==> src/sv/clt_pkg.sv <==
`timescale 1ns / 1ps
// types and constants shared by the loop-detect endpoint table
// no dependencies

package clt_pkg;

    localparam int unsigned ACTION_W  = 2;
    localparam int unsigned PORT_W    = 16;
    localparam int unsigned ADDR_W    = 64;
    localparam int unsigned AGE_W     = 5;
    localparam int unsigned IPV4_W    = 32;

    localparam logic [AGE_W-1:0] AGE_MAX       = 5'd31;
    localparam logic [AGE_W-1:0] TIMEOUT_RESET = 5'd15;

    typedef enum logic [ACTION_W-1:0] {
        ACT_ADD   = 2'd0,
        ACT_CHECK = 2'd1,
        ACT_TICK  = 2'd2
    } t_action;

    // one beat as it travels down the row of slots
    typedef struct packed {
        logic                valid;
        logic [ACTION_W-1:0] action;
        logic                is_ipv6;
        logic [PORT_W-1:0]   port;
        logic [ADDR_W-1:0]   addr_high;
        logic [ADDR_W-1:0]   addr_low;
        logic                placed;
        logic                found;
    } t_beat;

endpackage

==> src/sv/clt_cell.sv <==
`timescale 1ns / 1ps
// one table slot: stores an endpoint and its age, acts on the beat passing by
// depends on clt_pkg

module clt_cell
    import clt_pkg::*;
(
    input  logic             i_clk,
    input  logic             i_rst_n,
    input  logic             i_advance,
    input  logic [AGE_W-1:0] i_timeout,
    input  t_beat            i_beat,
    output t_beat            o_beat
);

    logic              r_valid;
    logic              r_family;
    logic [PORT_W-1:0] r_port;
    logic [ADDR_W-1:0] r_addr_high;
    logic [ADDR_W-1:0] r_addr_low;
    logic [AGE_W-1:0]  r_age;
    t_beat             r_beat;

    logic              n_valid;
    logic              n_family;
    logic [PORT_W-1:0] n_port;
    logic [ADDR_W-1:0] n_addr_high;
    logic [ADDR_W-1:0] n_addr_low;
    logic [AGE_W-1:0]  n_age;
    t_beat             n_beat;

    logic w_expired;
    logic w_match;

    assign w_expired = r_age > i_timeout;

    always_comb begin
        w_match = (r_family == i_beat.is_ipv6) && (r_port == i_beat.port);
        if (i_beat.is_ipv6) begin
            w_match = w_match && (r_addr_high == i_beat.addr_high)
                              && (r_addr_low == i_beat.addr_low);
        end else begin
            w_match = w_match && (r_addr_low[IPV4_W-1:0] == i_beat.addr_low[IPV4_W-1:0]);
        end
    end

    always_comb begin
        n_valid     = r_valid;
        n_family    = r_family;
        n_port      = r_port;
        n_addr_high = r_addr_high;
        n_addr_low  = r_addr_low;
        n_age       = r_age;
        n_beat      = i_beat;
        if (i_beat.valid) begin
            unique case (t_action'(i_beat.action))
                ACT_ADD: begin
                    if (!i_beat.placed && (!r_valid || w_expired)) begin
                        n_valid       = 1'b1;
                        n_family      = i_beat.is_ipv6;
                        n_port        = i_beat.port;
                        n_addr_high   = i_beat.addr_high;
                        n_addr_low    = i_beat.addr_low;
                        n_age         = '0;
                        n_beat.placed = 1'b1;
                    end
                end
                ACT_CHECK: begin
                    if (r_valid) begin
                        if (w_expired) begin
                            n_valid = 1'b0;
                        end else if (w_match) begin
                            n_beat.found = 1'b1;
                        end
                    end
                end
                ACT_TICK: begin
                    if (r_valid && (r_age < AGE_MAX)) begin
                        n_age = r_age + AGE_W'(1);
                    end
                end
                default: begin
                end
            endcase
        end
    end

    always_ff @(posedge i_clk) begin
        if (!i_rst_n) begin
            r_valid      <= 1'b0;
            r_beat.valid <= 1'b0;
        end else if (i_advance) begin
            r_valid     <= n_valid;
            r_family    <= n_family;
            r_port      <= n_port;
            r_addr_high <= n_addr_high;
            r_addr_low  <= n_addr_low;
            r_age       <= n_age;
            r_beat      <= n_beat;
        end
    end

    assign o_beat = r_beat;

endmodule
==> config.mk <==
export PLATFORM = sky130hd
export DESIGN_NAME = clt_cell
export DESIGN_NICKNAME = d
export VERILOG_FILES = /design/src/sv/clt_pkg.sv /design/src/sv/clt_cell.sv
export SDC_FILE = /design/constraint.sdc
export NUM_CORES = 1
export LEC_CHECK = 0
export ABC_AREA = 1
export ABC_CLOCK_PERIOD_IN_PS = 24200
export BUFFER_PORTS_ARGS = -buffer_cell sky130_fd_sc_hd__buf_2
export CAP_MARGIN = 20
export CORE_AREA = 2 2 158 160
export CTS_CLUSTER_DIAMETER = 30
export DETAILED_ROUTE_END_ITERATION = 8
export DIE_AREA = 0 0 160 162
export PLACE_DENSITY = 0.71
export RECOVER_POWER = 100
export SYNTH_ARGS = -nofsm -noshare
export SYNTH_HDL_FRONTEND = slang
export SYNTH_SLANG_ARGS = --single-unit
==> constraint.sdc <==
create_clock -name i_clk -period 24.2 [get_ports i_clk]
set_input_delay 6.05 -clock i_clk [delete_from_list [all_inputs] [get_ports i_clk]]
set_output_delay 6.05 -clock i_clk [all_outputs]
set_load 0.01 [all_outputs]
* Yosys cells after proc, flatten, opt, wreduce, memory -nomap -nowiden *
Index checks and enable logic that the tools add are counted.
W data, S select, Z words.

storage, ports and cells
  memories kept = 0
  RAM bits = 0
  logic and storage cells = 57
  latch bits = 0
  bits in read-only memories = 0
  flip-flop bits (word level) = 301
  input bits = 158
  output and inout bits = 150

cells by class
  $mul = 0
  shift-type cells = 0
  mux-type cells = 15
  bitwise operators = 0
  magnitude comparators = 2
  reductions and logical operators = 16
  equality and inequality tests = 9
  div/mod/pow operators = 0
  add/subtract/negate cells = 1

operators with widths
  kind                   count
  $eq A64 B64 Y1         2
  $eq A32 B32 Y1         1
  $eq A16 B16 Y1         1
  $mux W1                10
  $mux W5                2
  $pmux W5 S2            1
  $logic_and A1 B1 Y1    6
  $reduce_and A6 Y1      1
  $add A5 B1 Y5 const B  1
  $gt A5 B5 Y1           1
  $lt A5 B5 Y1 const B   1
  $reduce_and A5 Y1      1
  $ne A2 B2 Y1 const B   2
  $reduce_and A4 Y1      1
  $reduce_bool A2 Y1     2
  $eq A2 B1 Y1 const B   1
  $eq A2 B2 Y1 const B   1
  $logic_not A1 Y1       2
  $logic_not A2 Y1       1
  $mux W2                1
  $pmux W1 S2            1
  $reduce_and A2 Y1      1
  $eq A1 B1 Y1           1
  $logic_or A1 B1 Y1     1

* Depth between registers and ports, before layout *
Gate-level depths: netlist of the first run.

  word-level depth = 10
  depth in mapped cells = 13
  gate-level depth less buffers = 13

* Worst setup path before layout of the first run *
Ideal clock, no wire load.

  kind = input-to-reg
  from = input i_timeout[4]
  to = register r_addr_high[0] (enable)
  cell stages on the path = 10
  required time = 23549 ps
  setup slack = 10721 ps
  library setup time = 651 ps
  arrival = 12828 ps
  buffers on the path = 0
  cell sequence = inv_1 > ha_1 > nand2_1 > inv_2 > nand4_1 > nand3_1 > nand2_1 > nand2_2 > nand3_1 > nor2_1

on the way
  word-level cells in the longest chain between the ends = 4

RTL lines
  item                         line            source
  start, declared              clt_cell.sv:11  input logic [AGE_W-1:0] i_timeout,
  $gt A5 B5 Y1                 clt_cell.sv:35  assign w_expired = r_age > i_timeout;
  $logic_or A1 B1 Y1           clt_cell.sv:58  if (!i_beat.placed && (!r_valid || w_expired)) begin
  $logic_and A1 B1 Y1          clt_cell.sv:58
  $reduce_and A5 Y1 (no line)  --
  end signal, assigned         clt_cell.sv:96  r_addr_high <= n_addr_high;
  end, declared                clt_cell.sv:19  logic [ADDR_W-1:0] r_addr_high;

No other way between the ends.
A chain may end at the register's enable or synchronous reset.

* Worst setup path in the final report of the first run *
  from = input i_rst_n
  to = register r_beat (netlist bit o_beat[73]) (enable)

on the way
  word-level cells in the longest chain between the ends = 1

RTL lines
  item                         line            source
  start, declared              clt_cell.sv:9   input logic i_rst_n,
  $reduce_and A2 Y1 (no line)  --
  end signal, assigned         clt_cell.sv:99  r_beat <= n_beat;
  end, declared                clt_cell.sv:22  t_beat r_beat;

No other way between the ends.

==> results.tsv, run 1 <==
stage	metric	value	unit
power	Reg power frac	41.5	%
synthesis	yosys warns	0	
cts	CTS tree	yes	
status	status	finished, violations left	
global_routing	gr usage total	18.9	%
floorplanning	row count	57	
finish	post-route cell area	15400	um2
timing	top achievable clock speed	87.9	MHz
global_routing	number of global-route vias before repair	7804	
critical_path	crit path kind	in -> reg	
finish	commonest cells after routing, fill and taps aside	clkbuf_1, edfxtp_1, nand2_1	
power	Leak	6.12	nW
flow_run	Max Cap Violations	4	
finish	number of fillers in the final layout	1981	
synthesis	Seq cells post-synth	301	
worst_hold_path	min-delay worst type	reg -> reg	
critical_path	Setup crit end kind	flip-flop	
timing	Worst Tran Pin Value	4440	ps
drt	First-pass DRT Iterations	5	
floorplanning	core area	24100	um2
power	Sw Ratio	23.0	%
drt	DRC violations left	0	
cts	Resize count post-CTS	0	
critical_path	worst-path fanout max	74	
synthesis	Syn Area/Cell	12.3	um2
drt	antenna-violating nets left	0	
floorplanning	effective utilization at floorplan	49.3	%
place	GP Congestion	0.755	
power	clock share of power	53.8	%
finish	Area Overhead vs Synth	29.8	%
cts	CTS root buffer	clkbuf_16	
critical_path	critical path arrival	11430	ps
place	DP Area	13900	um2
finish	layout cells sized above 1	8.56	%
cts	clock sinks	301	
timing	hold violation total from the final report	0	
cts	TritonCTS Buffers	55	
floorplanning	die area	25900	um2
cts	worst skew pair latency	540	ps
floorplanning	Die Ht	162	um
finish	nets	1497	
timing	Pins Over Slew Limit	289	
timing	Fin Setup TNS	0	ps
timing	Final Cycle Share	47.0	%
finish	commonest non-fill, non-tap cell in the layout	clkbuf_1	
timing	worst rel slew slack	-196	%
timing	crit path time final	11380	ps
power	Net Sw Power	0.000333	W
floorplanning	Die W	160	um
global_routing	largest net degree at the start of global routing	85	
cts	clock transition at the registers of the reported paths	50	ps
power	IR drop worst, VDD	0.0000589	V
synthesis	Mapped Area	11900	um2
cts	Max clock buf depth	3	
synthesis	syn_nets	1129	
status	failing checks	max-capacitance violations, max-slew violations	
power	Pint	0.00112	W
power	Logic pwr share	4.7	%
place	Port Buf Inserts	307	
synthesis	Syn Inst Count	965	
floorplanning	I/O Pins	308	
drt	Total Routed Length	24700	um
drt	wire per inst	14.5	um
global_routing	initial antenna violation count	2	
synthesis	sequential area share after synthesis	76.0	%
synthesis	Netlist cell types	22	
global_routing	global-route wire length before repair	38700	um
cts	hold buffers post-CTS	0	
synthesis	Synth area leader	edfxtp_1	
global_routing	gr ovfl total	0	
timing	clk_skew	14.8	ps
critical_path	Worst EP required	24250	ps
drt	via count	7756	
timing	final setup vio count	0	
drt	initial drt markers	475	
synthesis	top post-synthesis cells by area	edfxtp_1, nand2_1, nor2_1, inv_1, xor2_1	
cts	CTS H-tree lvls	2	
cts	post-CTS setup buffer count	0	
synthesis	top-area cell type share of the netlist area	75.6	%
drt	Vias per Instance	4.55	
timing	hold slack	469	ps
place	post-DP HPWL	17100	um
timing	unrepaired setup endpoints after global routing	no	
finish	final core occ	63.9	%
critical_path	Critical Path Source Type	input pin	
power	pwr dens	94.0	nW/um2
==> power groups by stage <==
stage,clock (W),sequential [W],combinational (W)
floorplan,0,0.000622,0.0000212
global placement,0,0.000610,0.0000750
detailed placement,0,0.000610,0.0000767
CTS,0.000793,0.000600,0.0000773
global route,0.000818,0.000603,0.0000760
finish,0.000779,0.000602,0.0000677
==> Yosys cell counts <==
master and count:
a211oi_1 1, a21oi_1 4, dfxtp_1 2, edfxtp_1 299, ha_1 6, inv_1 152, inv_2 4, nand2_1 228
nand2_2 2, nand3_1 9, nand3b_1 1, nand4_1 5, nor2_1 177, nor2_2 2, nor3_1 3, o21ai_0 14
o21ai_1 8, o21ai_2 1, o22ai_1 3, o311ai_0 1, xnor2_1 10, xor2_1 33
==> metal layers <==
| layer | track usage, % | vias to the layer above | wire length [um] |
|---|---|---|---|
| li1 | - | 3920 | - |
| met5 | 0 | - | 0 |
| met1 | 23.2 | 3546 | 10200 |
| met2 | 32.0 | 237 | 12200 |
| met3 | 5.11 | 53 | 1620 |
| met4 | 7.41 | 0 | 665 |
==> cell type report <==
type                       count  area [um2]  share of cell area [%]
sequential                   301        9020                    58.5
multi-input combinational    508        2270                    14.8
clock buffer                  57        1430                    9.26
timing repair buffer         311        1180                    7.65
inverter                     156         587                    3.81
clock inverter                46         514                    3.34
tap                          324         405                    2.63
antenna                        2        5.00                  0.0325
==> cell families after synthesis <==
group,after synthesis,synth area share (%)
flops,301,76.0
xor+xnor,43,3.17
compound gates,32,1.46
fa+ha+maj,6,0.632
buf+inv,156,4.93
simple gates,427,13.8
==> worst paths after layout <==
check                           startpoint               to  slack [ps]  cells after the start
worst max register to register    r_age[2]  r_addr_high[27]       19040                     10
worst max-delay path               i_rst_n       o_beat[73]       12820                      5
worst min register to register     r_valid          r_valid         470                      2
worst min-delay path               r_valid          r_valid         470                      2
==> critical path: stages <==
cell	delay, ps
clkbuf_1	130
nand2_1	100
clkinvlp_2	1590
clkbuf_1	610
clkbuf_1	2860
==> registers in the layout, indices dropped and copies added (netlist names) <==
signal       flops
o_beat         150
r_family         1
r_addr_high     64
r_port          16
r_valid          1
r_addr_low      64
r_age            5
==> per-stage QoR <==
step	total power [W]	std cells	setup WS, ps
6_report	0.00145	1705	12820
4_1_cts	0.00147	1702	16390
3_3_place_gp	0.000685	1599	15870
5_1_grt	0.00150	1703	12120
3_5_place_dp	0.000687	1599	15830
2_1_floorplan	0.000643	965	10720
(Power assumes the default switching activity.)
==> inputs of run 2 (changes only) <==
--- a/config.mk
+++ b/config.mk
@@ -6,7 +6,7 @@
 export NUM_CORES = 1
 export LEC_CHECK = 0
 export ABC_AREA = 1
-export ABC_CLOCK_PERIOD_IN_PS = 24200
+export ABC_CLOCK_PERIOD_IN_PS = 11100
 export BUFFER_PORTS_ARGS = -buffer_cell sky130_fd_sc_hd__buf_2
 export CAP_MARGIN = 20
 export CORE_AREA = 2 2 158 160
==> constraint.sdc (replaced) <==
create_clock -name i_clk -period 11.1 [get_ports i_clk]
set_input_delay 2.775 -clock i_clk [delete_from_list [all_inputs] [get_ports i_clk]]
set_output_delay 2.775 -clock i_clk [all_outputs]
set_load 0.01 [all_outputs]
==> run 2 against run 1 <==
Net effect:
- the flow still finishes with violations (max-capacitance violations, max-slew violations)
- first-iteration DRC count grew 1.9%
- largest power group unchanged
- clock power grew 130%
- core utilization grew 0.30 points
- flip-flop and latch count is the same
- critical path depth grew 7
- final area grew 0.46%
- power grew 120%
- setup slack lost 8700 ps
- non-clock buffer count is the same
- global-route usage grew 0.082 points
==> results.tsv, run 2 (same netlist as run 1, synthesis figures left out) <==
stage	metric	value	unit
status	status	finished, violations left	
finish	commonest cells after routing, fill and taps aside	clkbuf_1, edfxtp_1, nand2_1	
power	pwr dens	208	nW/um2
critical_path	Critical Path Source Type	input pin	
global_routing	number of global-route vias before repair	7884	
power	IR drop worst, VDD	0.000131	V
critical_path	slowest stage delay, CP	3010	ps
cts	hold buffers post-CTS	0	
cts	Max clock buf depth	3	
floorplanning	die area	25900	um2
power	Reg power frac	40.7	%
finish	Multi-input gate area	2270	um2
drt	Total Routed Length	24500	um
finish	commonest non-fill, non-tap cell in the layout	clkbuf_1	
floorplanning	row count	57	
floorplanning	core area	24100	um2
place	Port Buf Inserts	307	
finish	Area Overhead vs Synth	30.4	%
timing	clk_skew	21.4	ps
finish	layout cells sized above 1	8.64	%
drt	initial drt markers	484	
timing	Worst Tran Pin Value	4330	ps
critical_path	critical-path cell list	buf_2, inv_1, ha_1, nand2_1, inv_1, o21ai_1, nand3_1, nand2_1, nand2_1, nand3_1, nor2_4, clkbuf_1	
drt	First-pass DRT Iterations	5	
timing	final setup margin	4120	ps
timing	top achievable clock speed	143	MHz
critical_path	Buf+Inv Stages, Crit Path	4	
drt	Vias per Instance	4.57	
timing	unrepaired setup endpoints after global routing	no	
finish	max reg flops	150	
critical_path	worst-path fanout max	81	
timing	final setup vio count	0	
place	pre-CTS setup slack	6000	ps
status	failing checks	max-capacitance violations, max-slew violations	
floorplanning	I/O Pins	308	
timing	crit path time final	6980	ps
finish	nets	1496	
cts	TritonCTS Buffers	54	
timing	worst rel slew slack	-189	%
place	post-DP HPWL	17200	um
drt	via count	7785	
critical_path	critical path arrival	7020	ps
drt	wire per inst	14.4	um
timing	Final Cycle Share	62.9	%
cts	CTS H-tree lvls	2	
floorplanning	Die W	160	um
place	GP Congestion	0.755	
finish	register area	9020	um2
critical_path	Worst EP required	11140	ps
power	Pint	0.00249	W
timing	Pins Over Slew Limit	251	
critical_path	crit path kind	in -> reg	
timing	Fin Setup TNS	0	ps
cts	clock transition at the registers of the reported paths	50	ps
critical_path	most frequent cell on the critical path	nand2_1	
cts	CTS root buffer	clkbuf_16	
flow_run	Max Cap Violations	4	
cts	Resize count post-CTS	0	
global_routing	gr usage total	18.9	%
floorplanning	effective utilization at floorplan	49.3	%
finish	number of fillers in the final layout	1980	
cts	post-CTS setup buffer count	0	
power	Sw Ratio	22.6	%
floorplanning	Die Ht	162	um
cts	CTS tree	yes	
global_routing	largest net degree at the start of global routing	85	
power	Leak	6.14	nW
power	Pwr Total	0.00322	W
global_routing	gr ovfl total	0	
global_routing	global-route wire length before repair	38900	um
critical_path	Crit-path slowest cell	clkbuf_1	
critical_path	Setup crit end kind	flip-flop	
drt	antenna-violating nets left	0	
power	clock share of power	54.7	%
power	Net Sw Power	0.000728	W
timing	hold violation total from the final report	0	
drt	DRC violations left	0	
power	Logic pwr share	4.6	%
global_routing	initial antenna violation count	1	
critical_path	critical path's top delay family	buffers and inverters	
cts	worst skew pair latency	550	ps
worst_hold_path	min-delay worst type	reg -> reg	
cts	clock sinks	301	
==> run 2: cell types whose count changed in the layout (fill, tap and decap cells not counted), sizes merged <==
| cell | delta |
|---|---|
| bufinv | +4 |
| clkinv | -4 |
| clkinvlp | +3 |
| inv | -3 |
| clkbuf | -2 |
| buf | +1 |
| diode | -1 |
==> run 2: per-stage QoR <==
step           cell area (um2)  util (%)  hold WS, ps  instances
6_report                 15500      64.2          467       1703
5_1_grt                  15500      64.2          509       1702
2_1_floorplan            11900         -          447        965
3_3_place_gp             13900      57.5          468       1599
3_5_place_dp             13900      57.5          469       1599
4_1_cts                  15800      65.7          477       1701
==> run 2: power by group through the flow <==
stage                     clock [W]  sequential (W)  combinational, W
after global placement            0         0.00133          0.000163
after floorplan                   0         0.00136         0.0000462
final                       0.00176         0.00131          0.000148
after global routing        0.00185         0.00131          0.000166
after CTS                   0.00180         0.00131          0.000168
after detailed placement          0         0.00133          0.000167
==> run 2: path summary, 6_finish.rpt <==
path                                    from  cells after the start             end  slack [ps]
worst min register to register       r_valid                      2         r_valid         470
worst min-delay path                 r_valid                      2         r_valid         470
worst max register to register      r_age[2]                     10  r_addr_high[2]        5980
worst max-delay path            i_timeout[4]                     12  r_addr_high[2]        4120
==> run 2: layout make-up <==
cell class | instances | share of cell area, %
Sequential cell | 301 | 58.3
Inverter | 156 | 3.79
Clock inverter | 46 | 3.99
Antenna cell | 1 | 0.0162
Clock buffer | 56 | 8.91
Multi-Input combinational cell | 508 | 14.7
Timing Repair Buffer | 311 | 7.72
Tap cell | 324 | 2.62
==> run 2: layer usage <==
layer  wire [um]  global-route usage (%)  part of all wire (%)  vias up
met3        1670                    5.21                   6.8       48
met1        9980                    23.1                    41     3576
met5           0                       0                     0        -
met4         643                    7.41                   2.6        0
met2       12200                    32.4                    50      250
li1            -                       -                     -     3911
==> run 2: tightest hold or removal path: cells and delay by family (launching register included) <==
family | cells | cell delay (ps)
flops | 1 | 320
buf+inv | 1 | 50
compound gates | 1 | 50
==> inputs of run 3 (changes only) <==
--- a/config.mk
+++ b/config.mk
@@ -6,13 +6,13 @@
 export NUM_CORES = 1
 export LEC_CHECK = 0
 export ABC_AREA = 1
-export ABC_CLOCK_PERIOD_IN_PS = 11100
+export ABC_CLOCK_PERIOD_IN_PS = 5950
 export BUFFER_PORTS_ARGS = -buffer_cell sky130_fd_sc_hd__buf_2
 export CAP_MARGIN = 20
-export CORE_AREA = 2 2 158 160
+export CORE_AREA = 2 2 161 163
 export CTS_CLUSTER_DIAMETER = 30
 export DETAILED_ROUTE_END_ITERATION = 8
-export DIE_AREA = 0 0 160 162
+export DIE_AREA = 0 0 163 165
 export PLACE_DENSITY = 0.71
 export RECOVER_POWER = 100
 export SYNTH_ARGS = -nofsm -noshare
==> constraint.sdc (replaced) <==
create_clock -name i_clk -period 5.95 [get_ports i_clk]
set_input_delay 1.4875 -clock i_clk [delete_from_list [all_inputs] [get_ports i_clk]]
set_output_delay 1.4875 -clock i_clk [all_outputs]
set_load 0.01 [all_outputs]
==> run 3 against run 2 <==
Net effect:
- global-route usage fell by 1.2 points
- count of clock-buffer cells in the layout rose by 8
- sequential share of layout area rose by 1.6 points
- the run still ends with max-capacitance violations, max-slew violations left
- hold slack improved by 3.7 ps
==> results.tsv, run 3 (same netlist as run 1, synthesis figures left out) <==
stage	metric	value	unit
critical_path	Setup crit end kind	flip-flop	
critical_path	critical-path cell list	buf_2, inv_1, ha_1, nand2_1, inv_2, o21ai_0, nand3_1, nand2_1, nand2_1, nand3_1, nor2_4, clkbuf_4	
critical_path	worst r2r path cells	10	
status	failing checks	max-capacitance violations, max-slew violations	
place	placed cell count	1604	
drt	Vias per Instance	4.62	
worst_hold_path	Worst Hold Launch	o_beat[149]	
finish	nets	1492	
status	status	finished, violations left	
cts	post-CTS setup buffer count	0	
timing	Pins Over Slew Limit	194	
floorplanning	core area	25000	um2
timing	hold violation total from the final report	0	
finish	layout cells sized above 1	6.81	%
finish	commonest cells after routing, fill and taps aside	clkbuf_1, edfxtp_1, nand2_1	
timing	top achievable clock speed	239	MHz
finish	commonest non-fill, non-tap cell in the layout	clkbuf_1	
drt	via count	7838	
cts	Resize count post-CTS	0	
place	GP Congestion	0.749	
critical_path	most frequent cell on the critical path	nand2_1	
critical_path	slowest stage delay, CP	1410	ps
timing	Final Cycle Share	70.3	%
place	pre-CTS setup slack	2300	ps
floorplanning	die area	26900	um2
global_routing	largest net degree at the start of global routing	146	
floorplanning	Die Ht	165	um
drt	First-pass DRT Iterations	4	
finish	final core occ	60.2	%
critical_path	Worst EP required	6040	ps
global_routing	gr usage total	17.7	%
floorplanning	I/O Pins	308	
critical_path	worst-path fanout max	145	
floorplanning	effective utilization at floorplan	47.4	%
critical_path	R2R Setup Slk	2380	ps
cts	CTS root buffer	clkbuf_16	
flow_run	Max Cap Violations	2	
cts	hold buffers post-CTS	0	
cts	Max clock buf depth	3	
cts	TritonCTS Buffers	52	
drt	initial drt markers	543	
timing	unrepaired setup endpoints after global routing	no	
timing	Fin Setup TNS	0	ps
drt	DRC violations left	0	
floorplanning	row count	58	
cts	clock transition at the registers of the reported paths	50	ps
drt	Total Routed Length	24400	um
cts	clock sinks	301	
power	IR drop worst, VDD	0.000226	V
worst_hold_path	hold depth	2	
timing	worst rel slew slack	-60.1	%
global_routing	number of global-route vias before repair	7705	
critical_path	Crit-path slowest cell	clkbuf_4	
critical_path	Worst R2R Start	r_age[2]	
place	post-DP HPWL	17000	um
global_routing	gr ovfl total	0	
timing	final setup margin	1770	ps
power	pwr dens	359	nW/um2
critical_path	crit path kind	in -> reg	
finish	Area Overhead vs Synth	27.0	%
timing	crit path time final	4180	ps
critical_path	reg-to-reg critical path endpoint	r_port[14]	
cts	worst skew pair latency	520	ps
timing	clk_skew	12.4	ps
finish	max reg flops	150	
finish	Non-Filler Instances	1696	
place	Port Buf Inserts	307	
worst_hold_path	hold path endpoint	o_beat[149]	
power	Leak	5.94	nW
drt	wire per inst	14.4	um
cts	CTS tree	yes	
drt	antenna-violating nets left	0	
timing	Worst Tran Pin Value	2400	ps
timing	final setup vio count	0	
critical_path	Critical Path Source Type	input pin	
critical_path	critical path arrival	4280	ps
worst_hold_path	min-delay worst type	reg -> reg	
floorplanning	Die W	163	um
global_routing	global-route wire length before repair	37300	um
cts	CTS H-tree lvls	2	
global_routing	initial antenna violation count	2	
## run 3: metrics by stage
stage	cell area [um2]	hold WS, ps	total power, W
after detailed placement	13900	467	0.00279
after global routing	15100	500	0.00560
after global placement	13900	468	0.00278
final	15100	471	0.00541
after floorplan	11900	447	0.00262
after CTS	15500	476	0.00549
## run 3: metal layers
| metal | share of wire (%) | track usage (%) |
|---|---|---|
| met1 | 42 | 21.7 |
| met4 | 2.0 | 6.40 |
| met2 | 50 | 30.6 |
| met3 | 6.4 | 4.42 |
| met5 | 0.053 | 0 |
## run 3: worst max-delay path by stage
stage | from | end | slack [ps]
2_1_floorplan | i_rst_n | o_beat[0] | 1020
3_3_place_gp | i_timeout[4] | r_addr_high[3] | 2380
3_5_place_dp | i_timeout[4] | r_addr_high[6] | 2300
4_1_cts | i_timeout[2] | r_addr_low[4] | 2840
5_1_grt | i_rst_n | o_beat[49] | 1480
6_report | i_timeout[4] | r_port[14] | 1770
## run 3: final cells by class
class / count / area, um2
antenna: 1 / 2.50
clock inverter: 27 / 238
clock buffer: 64 / 1370
sequential: 301 / 9020
timing repair buffer: 309 / 1170
multi-input combinational: 508 / 2270
fill: 2130 / 9960
inverter: 156 / 591
tap: 330 / 413
## run 3: critical path, delay by kind of cell
kind                     cells  cell delay [ps]
AO/OA/AOI/OAI                1               90
adder cells (fa/ha/maj)      1              280
buffers and inverters        4             1570
AND/OR/NAND/NOR              6              630
## run 3: power by group
part | total [W] | switching (W) | leakage (nW) | internal, W
clock network | 0.00269 | 0.000939 | 0.760 | 0.00175
registers | 0.00245 | 0.0000210 | 2.77 | 0.00243
logic | 0.000274 | 0.000190 | 2.41 | 0.0000843
